File: config.mk
export PLATFORM = sky130hd
export DESIGN_NAME = stts_ctrl
export DESIGN_NICKNAME = d
export VERILOG_FILES = /design/src/rtl/core/stts_pkg.sv /design/src/rtl/core/stts_ctrl.sv
export SDC_FILE = /design/constraint.sdc
export NUM_CORES = 1
export LEC_CHECK = 0
export ABC_CLOCK_PERIOD_IN_PS = 4110
export BUFFER_PORTS_ARGS = -buffer_cell sky130_fd_sc_hd__buf_4
export CORE_MARGIN = 3
export CORE_UTILIZATION = 50
export CTS_BUF_LIST = sky130_fd_sc_hd__clkbuf_4 sky130_fd_sc_hd__clkbuf_8
export DETAILED_ROUTE_END_ITERATION = 8
export PLACE_DENSITY_LB_ADDON = 0.12
export SKIP_CTS_REPAIR_TIMING = 1
export SYNTH_ARGS = -nofsm -noshare
export SYNTH_HDL_FRONTEND = slang
export SYNTH_SLANG_ARGS = --single-unit
File: constraint.sdc
create_clock -name clk -period 4.11 [get_ports clk]
set_input_delay 0.6165 -clock clk [delete_from_list [all_inputs] [get_ports clk]]
set_output_delay 0.6165 -clock clk [all_outputs]
set_load 0.02 [all_outputs]
File: src/rtl/core/stts_pkg.sv
package stts_pkg;

  // Tag field constants
  localparam logic [31:0] TYPE_MASK  = 32'hFFFF_0000;
  localparam logic [15:0] INDEX_FILL = 16'h2020;
  localparam logic [15:0] INDEX_MASK = 16'hFFFF;

  // Item opcodes
  typedef enum logic [2:0] {
    OP_WRITE      = 3'd0,
    OP_LOOKUP     = 3'd1,
    OP_LOCATE     = 3'd2,
    OP_LOCATE_IDX = 3'd3,
    OP_COUNT      = 3'd4
  } op_t;

  // Configuration register index
  typedef enum logic {
    REG_ENTRY_COUNT  = 1'b0,
    REG_TABLE_SORTED = 1'b1
  } reg_idx_t;

  // Table read address source
  typedef enum logic [1:0] {
    ADDR_PROBE = 2'd0,
    ADDR_WALK  = 2'd1,
    ADDR_IDX   = 2'd2
  } addr_sel_t;

  // Controller to datapath commands
  typedef struct packed {
    logic      load;
    logic      wr;
    logic      rd_en;
    addr_sel_t addr_sel;
    logic      bs_step;
    logic      half_dec;
    logic      idx_inc;
    logic      cnt_inc;
    logic      set_eq_hit;
    logic      set_tail_hit;
    logic      out_load;
  } dp_cmd_t;

  // Datapath to controller status
  typedef struct packed {
    logic span_zero;
    logic half_zero;
    logic idx_lt_n;
    logic rd_eq_key;
    logic rd_lt_key;
    logic norm_eq_key;
    logic is_count;
  } dp_sts_t;

  // Indexed entries compare by type with a fixed index fill
  function automatic logic [31:0] normalize(input logic [31:0] tag, input logic indexed);
    logic [31:0] res;
    res = indexed ? ((tag & TYPE_MASK) | {16'h0000, INDEX_FILL}) : tag;
    return res;
  endfunction

endpackage

File: src/rtl/core/stts_ctrl.sv
module stts_ctrl
  import stts_pkg::*;
(
  input  logic       clk,
  input  logic       rst_n,
  input  logic       in_valid,
  output logic       in_ready,
  input  logic [2:0] in_op,
  input  logic       table_sorted,
  output logic       out_valid,
  input  logic       out_ready,
  input  dp_sts_t    sts,
  output dp_cmd_t    cmd
);

  typedef enum logic [11:0] {
    S_IDLE    = 12'b0000_0000_0001,
    S_B_PROBE = 12'b0000_0000_0010,
    S_B_CMP   = 12'b0000_0000_0100,
    S_W_RD    = 12'b0000_0000_1000,
    S_W_CMP   = 12'b0000_0001_0000,
    S_T_RD    = 12'b0000_0010_0000,
    S_T_CMP   = 12'b0000_0100_0000,
    S_T_RD2   = 12'b0000_1000_0000,
    S_T_GET   = 12'b0001_0000_0000,
    S_S_RD    = 12'b0010_0000_0000,
    S_S_CMP   = 12'b0100_0000_0000,
    S_FINISH  = 12'b1000_0000_0000
  } state_t;

  state_t state_r, state_nxt;
  logic   out_valid_r, out_valid_nxt;

  // Sequencer
  always_comb begin
    state_nxt    = state_r;
    cmd          = '0;
    cmd.addr_sel = ADDR_IDX;
    in_ready     = 1'b0;

    unique case (state_r)
      S_IDLE: begin
        in_ready = 1'b1;
        if (in_valid) begin
          unique case (in_op)
            OP_WRITE: begin
              cmd.wr = 1'b1;
            end
            OP_LOOKUP: begin
              cmd.load  = 1'b1;
              state_nxt = table_sorted ? S_B_PROBE : S_S_RD;
            end
            OP_LOCATE, OP_LOCATE_IDX: begin
              cmd.load  = 1'b1;
              state_nxt = S_B_PROBE;
            end
            OP_COUNT: begin
              cmd.load  = 1'b1;
              state_nxt = S_S_RD;
            end
            default: ;
          endcase
        end
      end
      // Binary search probe
      S_B_PROBE: begin
        if (sts.span_zero) begin
          state_nxt = S_T_RD;
        end else begin
          cmd.rd_en    = 1'b1;
          cmd.addr_sel = ADDR_PROBE;
          state_nxt    = S_B_CMP;
        end
      end
      S_B_CMP: begin
        cmd.bs_step = 1'b1;
        state_nxt   = sts.rd_eq_key ? S_W_RD : S_B_PROBE;
      end
      // Walk back to the first duplicate
      S_W_RD: begin
        if (sts.half_zero) begin
          cmd.set_eq_hit = 1'b1;
          state_nxt      = S_FINISH;
        end else begin
          cmd.rd_en    = 1'b1;
          cmd.addr_sel = ADDR_WALK;
          state_nxt    = S_W_CMP;
        end
      end
      S_W_CMP: begin
        if (sts.rd_eq_key) begin
          cmd.half_dec = 1'b1;
          state_nxt    = S_W_RD;
        end else begin
          cmd.set_eq_hit = 1'b1;
          state_nxt      = S_FINISH;
        end
      end
      // Span exhausted: check candidate, maybe step once
      S_T_RD: begin
        if (sts.idx_lt_n) begin
          cmd.rd_en = 1'b1;
          state_nxt = S_T_CMP;
        end else begin
          state_nxt = S_FINISH;
        end
      end
      S_T_CMP: begin
        if (sts.rd_lt_key) begin
          cmd.idx_inc = 1'b1;
          state_nxt   = S_T_RD2;
        end else begin
          cmd.set_tail_hit = 1'b1;
          state_nxt        = S_FINISH;
        end
      end
      S_T_RD2: begin
        if (sts.idx_lt_n) begin
          cmd.rd_en = 1'b1;
          state_nxt = S_T_GET;
        end else begin
          state_nxt = S_FINISH;
        end
      end
      S_T_GET: begin
        cmd.set_tail_hit = 1'b1;
        state_nxt        = S_FINISH;
      end
      // Linear scan and type count
      S_S_RD: begin
        if (sts.idx_lt_n) begin
          cmd.rd_en = 1'b1;
          state_nxt = S_S_CMP;
        end else begin
          state_nxt = S_FINISH;
        end
      end
      S_S_CMP: begin
        if (sts.is_count) begin
          cmd.cnt_inc = sts.norm_eq_key;
          cmd.idx_inc = 1'b1;
          state_nxt   = S_S_RD;
        end else if (sts.rd_eq_key) begin
          cmd.set_tail_hit = 1'b1;
          state_nxt        = S_FINISH;
        end else begin
          cmd.idx_inc = 1'b1;
          state_nxt   = S_S_RD;
        end
      end
      // Hand result to the output register once it is free
      S_FINISH: begin
        if (!out_valid_r || out_ready) begin
          cmd.out_load = 1'b1;
          state_nxt    = S_IDLE;
        end
      end
      default: begin
        state_nxt = S_IDLE;
      end
    endcase
  end

  // Output valid
  always_comb begin
    if (cmd.out_load) begin
      out_valid_nxt = 1'b1;
    end else if (out_ready) begin
      out_valid_nxt = 1'b0;
    end else begin
      out_valid_nxt = out_valid_r;
    end
  end

  always_ff @(posedge clk) begin
    if (!rst_n) begin
      state_r     <= S_IDLE;
      out_valid_r <= 1'b0;
    end else begin
      state_r     <= state_nxt;
      out_valid_r <= out_valid_nxt;
    end
  end

  assign out_valid = out_valid_r;

  // A query leaves idle on the next cycle
  a_query_starts: assert property (@(posedge clk) disable iff (!rst_n)
    (in_valid && in_ready && (in_op == OP_LOOKUP || in_op == OP_LOCATE ||
     in_op == OP_LOCATE_IDX || in_op == OP_COUNT)) |=> (state_r != S_IDLE))
    else $error("query accepted but sequencer stayed idle");

  // Never overwrite a result that has not been taken
  a_no_overwrite: assert property (@(posedge clk) disable iff (!rst_n)
    cmd.out_load |-> (!out_valid_r || out_ready))
    else $error("result register overwritten");

  // A probe compare always follows its read
  a_probe_order: assert property (@(posedge clk) disable iff (!rst_n)
    (state_r == S_B_CMP) |-> ($past(state_r) == S_B_PROBE))
    else $error("probe compare without read");

endmodule
* After elaboration in Yosys (flattened, before gate mapping)
Cells that the tools add are included.
Word-level totals: output and inout port bits 14, bits of input ports 15, logic and storage cells 72, register bits 13
Cells by class: eq/ne operators 19, muxes and demuxes 43, reduce and logical (&&, ||, !) cells 8
Operators with widths (count):
- $pmux 12 s12 | 1
- $mux 12 | 10
- $pmux 12 s3 | 1
- $mux 1 | 19
- $eq 12x1->1 const B | 1
- $eq 12x10->1 const B | 1
- $eq 12x11->1 const B | 1
- $eq 12x12->1 const B | 1
- $eq 12x2->1 const B | 1
- $eq 12x3->1 const B | 1
- $eq 12x4->1 const B | 1
- $eq 12x5->1 const B | 1
- $eq 12x6->1 const B | 1
- $eq 12x7->1 const B | 1
- $eq 12x8->1 const B | 1
- $eq 12x9->1 const B | 1
- $mux 10 | 1
- $eq 3x2->1 const B | 2
- $mux 3 | 2
- $mux 6 | 1
- $pmux 1 s3 | 2
- $mux 2 | 2
- $mux 4 | 1
- $ne 2x2->1 const B | 2
- 13 further kinds | 14

* Longest topological paths before layout
depth after elaboration 5, depth in mapped cells 7, mapped depth without buffers 5

* Worst setup path before layout
Ideal clock, no wire load.
path type reg2out, from register state_r[8], to output port cmd[9] (netlist name), arrival time 1921 ps, required time 3493 ps, buffers on the path 2, stages on the path, launching flop included 8, setup slack 1573 ps, cell sequence dfxtp_1 buf_6 or4_4 buf_6 nor4_2 nand2_1 o211ai_1 nand2_1
RTL lines:
- from (decl) | line stts_ctrl.sv:31 | state_t state_r, state_nxt;
- from (signal assigned) | line stts_ctrl.sv:180 | state_r <= state_nxt;
- to (decl) | line stts_ctrl.sv:13 | output dp_cmd_t cmd

==> impl_results.md <==
- Status: completed
- Area grow syn2layout: 22.3%
- Design Power: 0.450 mW
- Worst Hold Class: input pin to register
- Drt total wl: 2350 um
- Max Slew Vio Count: 0
- Antenna-violating nets left: 0
- Total gr overflow: 0
- Mean Syn Cell Area: just under 9 um2
- CTS Buffer Depth: 2
- DP Wirelength: roughly 1900 um
- RSZ-0062 raised after global routing: false
- Worst IR Drop VDD: 0.262 mV
- Clock root buffer: clkbuf_4
- Initial core utilization: 0.542
- Nature of the critical path startpoint: register
- Ys Warns: 0
- Die height: 50.0 um
- Number of synthesized register bits: 13
- Tcrit/Tclk final: 0.702
- TritonCTS clock tree: built
- Reg clk slew, reported paths: approximately 0.08 ns
- Vias in the first global route: 864
- EDFF count, synth: 0
- FF-to-FF End: state_r[1]
- Port-buffer cells: 28
- Routability Congestion: between 0.8 and 0.9
- Die Area: between 2000 and 2500 um2
- FMAX: around 350 MHz
- First-pass GRT wire length: roughly 4000 um
- Synthesized area: 966 um2
- GRT Overall Usage: 0.205
- Die X: 50.0 um
- Final Critical Period: roughly 2.9 ns
- Remaining DRCs: 0
- Post-Syn Nets: ~130
- TritonCTS buffer count: 3
- Worst EP arrival: about 2.3 ns
- WL/cell: 14.5 um
- Pleak: roughly 0.53 nW
- Crit path max fanout: 8
- Largest cells by area after synthesis: dfxtp_1 27%, nor2_1 4.3%, nand2_1 3.9%
- Core box area: 1780 um2
- Final Hold Vio Count: 0
- Worst Reg-to-Reg Cells: 5
- Most common cell in the synthesized netlist: dfxtp_1
- CP required: 3.49 ns
- Main flop type after synthesis: dfxtp_1
- Worst hold stages: 2
- Top cell type's share of synthesized area: 0.269
- Crit path kind: register to output pin
- Pwr dens: ~380 nW/um2
- Initial antenna violation count: 0
- Cell taking the most area after synthesis: dfxtp_1
- Setup TNS: 0 ns
- Register area share after synthesis: 0.269
- Critical path endpoint category: output pin
- Final setup fails: 0
- Clk_skew: just over 0.002 ns
- Initial DRC Count: 19
- Async set or reset register ratio after synthesis: 0
- Commonest cells post-synth: 13 x dfxtp_1, 11 x nor2_1, 10 x nand2_1, 5 x and3_1, 5 x nor4_1
- Maxcap violations: 0
- CTS Sinks: 13
- Final #Nets: between 150 and 200
- Slew headroom: 0.677
- Unique masters post-synth: 44
- Ports: 29
- TritonRoute pass-1 iters: 4
- Rows: 15
- Share of layout cells above drive strength 1: 0.350
- Post-synthesis cell count: approximately 110
- Largest net degree at the start of global routing: 10
- Vias: approximately 950
- FF-to-FF setup slack: a little over 2 ns
- Tightest Pin Transition: 0.479 ns
- Inserted Diodes: 0
- Worst skew pair latency: ~0.28 ns
- Worst r2r src: state_r[7]
- WHS Endpoint: state_r[2]
- HP Start: sts[6]
- Vias/cell: around 5.9
- H-tree levels: 1
registers in the layout, indices dropped and copies added (netlist names):
name       cells
state_r       12
out_valid      1
kinds of logic after synthesis:
family,synth area share
AO/OA/AOI/OAI,0.157
XOR/XNOR,0.0363
buffers and inverters,0.0738
flip-flops,0.269
AND/OR/NAND/NOR,0.464
power breakdown:
group | leakage, nW | internal, mW | switching (mW)
clock | 0.0184 | 0.0444 | 0.0469
sequential | 0.105 | 0.136 | 0.0133
combinational | 0.405 | 0.0929 | 0.117
total | 0.528 | 0.273 | 0.177
cell usage in the layout (no fill, tap or decap), types with 2 or more instances in the layout:
master | netlist | routed
buf_4 | 3 | 28
dfxtp_1 | 13 | 13
nor2_1 | 11 | 11
nand2_1 | 10 | 10
nor4_1 | 5 | 5
and3_1 | 5 | 5
inv_1 | 4 | 4
xor2_1 | 4 | 4
clkbuf_4 | 0 | 4
nor3b_1 | 3 | 3
nor3_2 | 3 | 3
o21ai_0 | 3 | 3
and4_1 | 3 | 3
nor3_1 | 2 | 2
nand3_1 | 2 | 2
or4_4 | 2 | 2
or4b_2 | 2 | 2
nand4b_1 | 2 | 2
nor4_2 | 2 | 2
nand3b_1 | 2 | 2
a21oi_1 | 2 | 2
o211ai_1 | 2 | 2
nand4_1 | 2 | 2
stage by stage:
stage               instance area (um2)  cells   util  setup WS [ns]  hold WS, ns
floorplan                           966    111      -           1.57        0.480
global placement                   1150    158  0.646           1.55        0.517
detailed placement                 1150    158  0.646           1.54        0.519
CTS                                1180    162  0.662           1.22        0.487
global route                       1180    162  0.662           1.10        0.481
finish                             1180    162  0.662           1.22        0.489
worst max path at each step:
stage / from / endpoint / slack (ns) / cells after the start
final: state_r[7] / cmd[9] / 1.22 / 6
after global routing: state_r[7] / cmd[9] / 1.10 / 6
after CTS: state_r[7] / cmd[9] / 1.22 / 6
after detailed placement: state_r[7] / cmd[9] / 1.54 / 6
after global placement: state_r[7] / cmd[9] / 1.55 / 6
after floorplan: state_r[8] / cmd[9] / 1.57 / 7
layout make-up:
class	instances	area, um2
Clock buffer	4	30.0
Fill cell	165	602
Inverter	4	15.0
Multi-Input combinational cell	88	634
Sequential cell	13	260
Tap cell	25	31.3
Timing Repair Buffer	28	210
critical path, stage by stage (launching register included):
cell	delay, ns
dfxtp_1	0.37
or4_1	0.76
nor4_2	0.35
nand2_1	0.15
o211ai_1	0.13
nand2_1	0.07
buf_4	0.16
metal layers:
metal | GRT usage | part of all wire | routed length (um)
met1 | 0.270 | 0.45 | 1050
met2 | 0.317 | 0.46 | 1070
met3 | 0.0393 | 0.080 | 187
met4 | 0.101 | 0.019 | 44
met5 | 0 | 0 | 0
Note: power is estimated with default switching activity, not from simulation.
